File: src/sv/lla_pkg.sv
`timescale 1ns / 1ps

package lla_pkg;

	// field and register widths
	localparam int OP_W       = 2;
	localparam int ROW_W      = 7;
	localparam int COL_W      = 8;
	localparam int POP_W      = 16;
	localparam int MASK_W     = 9;
	localparam int ROWS_CFG_W = 8;
	localparam int COLS_CFG_W = 9;
	localparam int CFG_IDX_W  = 2;
	localparam int CFG_DATA_W = 9;

	// default grid bounds
	localparam int DEF_ROWS_CAP = 128;
	localparam int DEF_COLS_CAP = 256;

	// register reset values: born on three, survive on two or three
	localparam logic [MASK_W-1:0]     BIRTH_RST   = 9'd8;
	localparam logic [MASK_W-1:0]     SURVIVE_RST = 9'd12;
	localparam logic [ROWS_CFG_W-1:0] ROWS_RST    = 8'd128;
	localparam logic [COLS_CFG_W-1:0] COLS_RST    = 9'd256;

	typedef enum logic [OP_W-1:0] {
		OP_WRITE = 2'd0,
		OP_READ  = 2'd1,
		OP_STEP  = 2'd2,
		OP_NONE  = 2'd3
	} op_t;

	typedef enum logic [CFG_IDX_W-1:0] {
		CFG_BIRTH   = 2'd0,
		CFG_SURVIVE = 2'd1,
		CFG_ROWS    = 2'd2,
		CFG_COLS    = 2'd3
	} cfg_idx_t;

	typedef enum logic [3:0] {
		ST_CLEAR,
		ST_IDLE,
		ST_DISPATCH,
		ST_MOD,
		ST_CWRITE,
		ST_CREAD,
		ST_CRWAIT,
		ST_GLOAD,
		ST_GLWAIT,
		ST_GCELL,
		ST_GWRITE,
		ST_RESP
	} state_t;

	typedef struct packed {
		logic capture;
		logic mod_step;
		logic cell_write;
		logic item_read;
		logic bit_capture;
		logic gen_init;
		logic load_step;
		logic cell_step;
		logic row_write;
		logic flip;
		logic out_load;
		logic clear_step;
	} lla_cmd_t;

	typedef struct packed {
		logic clear_last;
		logic mod_last;
		logic load_last;
		logic col_last;
		logic row_last;
		logic out_blocked;
		op_t  op;
	} lla_stat_t;

endpackage

File: src/sv/lla_ctrl.sv
`timescale 1ns / 1ps

module lla_ctrl import lla_pkg::*; (
	input  logic      clk,
	input  logic      arst_n,
	input  logic      in_valid,
	output logic      in_ready,
	input  lla_stat_t stat,
	output lla_cmd_t  cmd
);

	state_t state_q, state_d;

	// state register
	always_ff @(posedge clk or negedge arst_n) begin
		if (!arst_n) begin
			state_q <= ST_CLEAR;
		end else begin
			state_q <= state_d;
		end
	end

	// next state and commands
	always_comb begin
		state_d  = state_q;
		cmd      = '0;
		in_ready = 1'b0;
		unique case (state_q)
			ST_CLEAR: begin
				cmd.clear_step = 1'b1;
				if (stat.clear_last) state_d = ST_IDLE;
			end
			ST_IDLE: begin
				in_ready = 1'b1;
				if (in_valid) begin
					cmd.capture = 1'b1;
					state_d     = ST_DISPATCH;
				end
			end
			ST_DISPATCH: begin
				unique case (stat.op)
					OP_WRITE, OP_READ: state_d = ST_MOD;
					OP_STEP: begin
						cmd.gen_init = 1'b1;
						state_d      = ST_GLOAD;
					end
					default: state_d = ST_RESP;
				endcase
			end
			ST_MOD: begin
				cmd.mod_step = 1'b1;
				if (stat.mod_last) state_d = (stat.op == OP_WRITE) ? ST_CWRITE : ST_CREAD;
			end
			ST_CWRITE: begin
				cmd.cell_write = 1'b1;
				state_d        = ST_RESP;
			end
			ST_CREAD: begin
				cmd.item_read = 1'b1;
				state_d       = ST_CRWAIT;
			end
			ST_CRWAIT: begin
				cmd.bit_capture = 1'b1;
				state_d         = ST_RESP;
			end
			ST_GLOAD: begin
				cmd.load_step = 1'b1;
				if (stat.load_last) state_d = ST_GLWAIT;
			end
			ST_GLWAIT: state_d = ST_GCELL;
			ST_GCELL: begin
				cmd.cell_step = 1'b1;
				if (stat.col_last) state_d = ST_GWRITE;
			end
			ST_GWRITE: begin
				cmd.row_write = 1'b1;
				if (stat.row_last) begin
					cmd.flip = 1'b1;
					state_d  = ST_RESP;
				end else begin
					state_d = ST_GLOAD;
				end
			end
			ST_RESP: begin
				if (!stat.out_blocked) begin
					cmd.out_load = 1'b1;
					state_d      = ST_IDLE;
				end
			end
			default: state_d = ST_CLEAR;
		endcase
	end

endmodule

File: config.mk
export PLATFORM = sky130hd
export DESIGN_NAME = lla_ctrl
export DESIGN_NICKNAME = d
export VERILOG_FILES = /design/src/sv/lla_pkg.sv /design/src/sv/lla_ctrl.sv
export SDC_FILE = /design/constraint.sdc
export NUM_CORES = 1
export LEC_CHECK = 0
export BUFFER_PORTS_ARGS = -buffer_cell sky130_fd_sc_hd__buf_2
export CORE_AREA = 2 2 39 41
export CTS_BUF_LIST = sky130_fd_sc_hd__clkbuf_8
export DETAILED_ROUTE_END_ITERATION = 8
export DIE_AREA = 0 0 41 43
export PLACE_DENSITY = 0.74
export SLEW_MARGIN = 20
export SYNTH_ARGS = -nofsm -noshare
export SYNTH_HDL_FRONTEND = slang
export SYNTH_SLANG_ARGS = --single-unit
File: constraint.sdc
create_clock -name clk -period 3.6 [get_ports clk]
set_input_delay 0.36 -clock clk [delete_from_list [all_inputs] [get_ports clk]]
set_output_delay 0.36 -clock clk [all_outputs]
set_load 0.03 [all_outputs]
Word level (Yosys, flattened, before mapping)
Cells that the tools add are included.
Word-level totals
  memory bits (read-only): 0
  latch bits: 0
  memories kept: 0
  logic and storage cells: 51
  output and inout bits: 13
  input port bits: 11
  bits in registers: 4
  RAM bits: 0
Operators by class
  magnitude comparators: 0
  reductions and logical operators: 5
  shift-type cells: 0
  equal/unequal tests: 19
  multipliers: 0
  $add $sub $neg: 0
  bitwise gates (word level): 0
  mux-type cells: 26
  div/mod/pow operators: 0
Operators by type and width (number)
  one-hot mux 4 bit (11 select lines): 1
  2-to-1 mux 4 bit: 7
  == test 4 x 3 -> 1 bit, second input constant: 4
  == test 4 bit, second input constant: 4
  2-to-1 mux 1 bit: 16
  inequality test 2 bit, second input constant: 6
  == test 4 x 2 -> 1 bit, second input constant: 2
  one-hot mux 4 bit (2 select lines): 1
  AND reduction 6 bit: 1
  == test 4 x 1 -> 1 bit, second input constant: 1
  logical NOT 4 bit: 1
  OR reduction 2 bit: 2
  == test 2 x 1 -> 1 bit, second input constant: 1
  == test 2 bit, second input constant: 1
  logical NOT 2 bit: 1
  2-to-1 mux 2 bit: 1

Logic depth before layout (Yosys ltp)
  word-level depth: 4
  depth in mapped cells: 6
  depth with buffers taken out: 4

Worst setup path before layout
No wires, ideal clock.
  path kind: register -> output
  from: register state_q[2]
  to: output port cmd[0] (netlist bit)
  arrival time: 1.665 ns
  cell stages (with the launch flop): 4
  required time: 3.240 ns
  slack: 1.575 ns
  path through: dfrtp_1 buf_6 clkbuf_1 nor4_1
RTL lines
  start, declared: RTL line lla_ctrl.sv:12  | state_t state_q, state_d;
  start signal, assigned: RTL line lla_ctrl.sv:19  | state_q <= state_d;
  end, declared: RTL line lla_ctrl.sv:9  | output lla_cmd_t cmd

==> results.toml <==
[timing]
tightest_slew_ns = 0.5302
fin_crit_sh_pct = 53.90
finClkSkew_ns = 0.002869
drv_slew = 0
setup_viol = 0
hold_viol = 0
setup_slack_ns = 1.659
tns_ns = 0
slew_headroom_pct = 64.32
grt_setup_unrepaired = "no"
fmax_ghz = 0.5153
period_needed_ns = 1.941
whs_ns = 0.4754

[power]
combPwrFrac_pct = 59.2
ir_worst_vdd_v = 0.0003978
powerDensity_nw_per_um2 = 929.8
seqPwrFrac_pct = 25.4
intPower_mw = 0.2905
clockPowerShare_pct = 15.3
p_switching_mw = 0.3144
sw_frac_of_total_pct = 51.97
p_leak_nw = 0.3169

[placement]
place_ws_ns = 1.787
io_buffers = 23
place.gp.congestion = 0.8819
dpl.hpwl_um = 935.2

[floorplan]
dieArea_um2 = 1763
initial_core_util_pct = 40.05
pin_count = 24
rows = 14
core-area_um2 = 1384
die_height_um = 43
die_w_um = 41

[synthesis]
synth_top_area_share_pct = 18.06
avgSynthCellArea_um2 = 8.273
syn_inst = 67
synth_edf_count = 0
seq_area_frac_synth_pct = 18.06
synth_cell_types = 32
synth.area.top_cells = "dfrtp_1 18%, buf_6 8.1%, clkbuf_8 7.4%"
synthesis.nets = 78
syn_area_um2 = 554.3
async_reset_ff_share_pct = 100.0
ys_warn_count = 0
synth_ff_type = "dfrtp_1"
ys_ff_latch = 4
yosysTopAreaCell = "dfrtp_1"

[clock_network]
cts_resized = 0
path_clk_slew_ns = 0.03
clk_latency_ns = 0.21
clock-sinks = 4
clockBufferDepth = 2
clockRootBuffer = "clkbuf_8"
cts_made_buffers = 3
cts_setup_buffers = 0
cts_tree = "yes"
cts_max_level = 1
hold_buffers = 1

[critical_path]
cp_max_fo = 17
cp_num_buf_inv = 1
ff2ff_setup_slack_ns = 1.74
rr_startpoint = "state_q[0]$_DFFE_PN0P_"
required_ns = 3.24
path_delay_family = "simple AND/OR/NAND/NOR gates"
crit_arrival_ns = 1.58
endpoint_kind = "output port"
cp-start-kind = "flop"
cp_slowest_cell = "dfrtp_1"
timing.rr.end = "state_q[2]$_DFFE_PN0P_"
crit_cells = 3
crit_type = "reg2out"
ff2ff_path_depth = 4
path_cells = "nand2b_1 > and4bb_2 > buf_2"
crit_path_max_incr_delay_ns = 0.54

[grt]
globalRouteMet1Util_pct = 23.30
use_met3_pct = 4.712
met2_usage_pct = 23.13
grt_max_degree = 19
antenna_found_initial = 0
grt_most_used_layer = "met1"
grtUsageTotal_pct = 16.80
grt_pass1_vias = 494
grt.overflow.total = 0
grt_pass1_wl_um = 2076

[final_layout]
max_flop_register = "state_q"
area_delta_synth_final_pct = 17.38
top_regs = "state_q: 4 flops"
num_antenna_cells = 0
largest_register_ffs = 4
layout-drive-gt1-share_pct = 43.02
final_cell_mix = "23 x buf_2, 7 x nor2_1, 6 x nor3_1, 4 x nor4_1, 4 x dfrtp_1"
nets = 99
final_common_cell = "buf_2"

[worst_hold_path]
hp-class = "in2async"

[flow_run]
maxCapViolCount = 0

[detailed_routing]
totalWireLength_um = 1285
drt-initial-drc-count = 7
drtPass1Iterations = 4
ant_nets = 0
wire_per_inst_um = 12.60
vias_per_cell = 5.637
vias = 575
drc_errors = 0

[status]
outcome = "finished clean"
[metrics by stage]
| step | std cells | util, % | instance area [um2] | total power [mW] |
|---|---|---|---|---|
| 2_1_floorplan | 67 | - | 554.3 | 0.4989 |
| 3_3_place_gp | 98 | 43.31 | 599.3 | 0.5040 |
| 3_5_place_dp | 98 | 43.31 | 599.3 | 0.5081 |
| 4_1_cts | 102 | 47.02 | 650.6 | 0.6049 |
| 5_1_grt | 102 | 47.02 | 650.6 | 0.6526 |
| 6_report | 102 | 47.02 | 650.6 | 0.6049 |
[synth_stat cells (all sizes together) (2+ instances only)]
cell / n
and2b: 2
nand2: 2
dfrtp: 4
o21ai: 3
nand2b: 4
a21oi: 3
nor2: 7
inv: 3
buf: 4
clkbuf: 4
nor4: 4
o31ai: 3
nor3: 6
and3: 2
[worst reg2reg max path, delay by kind of cell (launching register included)]
kind	cells	cell delay [ns]
and+or+nand+nor	2	0.77
DFF	1	0.63
AOI/OAI and AO/OA	2	0.34
[logic make-up (layout without fill, tap and decap cells)]
group                  count (synthesis)  in the layout  share of synthesized area (%)
AOI/OAI and AO/OA                     19             19                          27.31
buffers and inverters                 11             30                          18.28
DFF                                    4              4                          18.06
muxes                                  1              1                          2.031
and+or+nand+nor                       32             32                          34.31
[worst max-delay path by stage]
stage                                 from                      to
finish              state_q[0]$_DFFE_PN0P_                  cmd[6]
global route        state_q[0]$_DFFE_PN0P_                  cmd[6]
CTS                 state_q[0]$_DFFE_PN0P_                  cmd[6]
detailed placement  state_q[0]$_DFFE_PN0P_  state_q[2]$_DFFE_PN0P_
global placement    state_q[3]$_DFFE_PN0P_  state_q[3]$_DFFE_PN0P_
floorplan           state_q[2]$_DFFE_PN0P_                  cmd[0]
[area by class of cell]
| type | count | area (um2) |
|---|---|---|
| clock buffers | 3 | 41.29 |
| fillers | 147 | 733.2 |
| inverters | 3 | 11.26 |
| multi-input cells | 52 | 352.8 |
| flip-flops and latches | 4 | 100.1 |
| well taps | 16 | 20.02 |
| repair buffers | 24 | 125.1 |
[layer usage]
layer | vias to the layer above | wire length, um
li1 | 289 | -
met1 | 257 | 571
met2 | 29 | 583
met3 | 0 | 130
met4 | 0 | 0
met5 | - | 0
[power by group through the flow]
stage,Clock (mW),Combinational [mW],Sequential [mW]
floorplan,0,0.418,0.0811
global placement,0,0.352,0.152
detailed placement,0,0.357,0.151
CTS,0.0945,0.359,0.152
global route,0.0974,0.391,0.164
finish,0.0928,0.358,0.154
No activity file was read; power rests on OpenSTA's default activity.
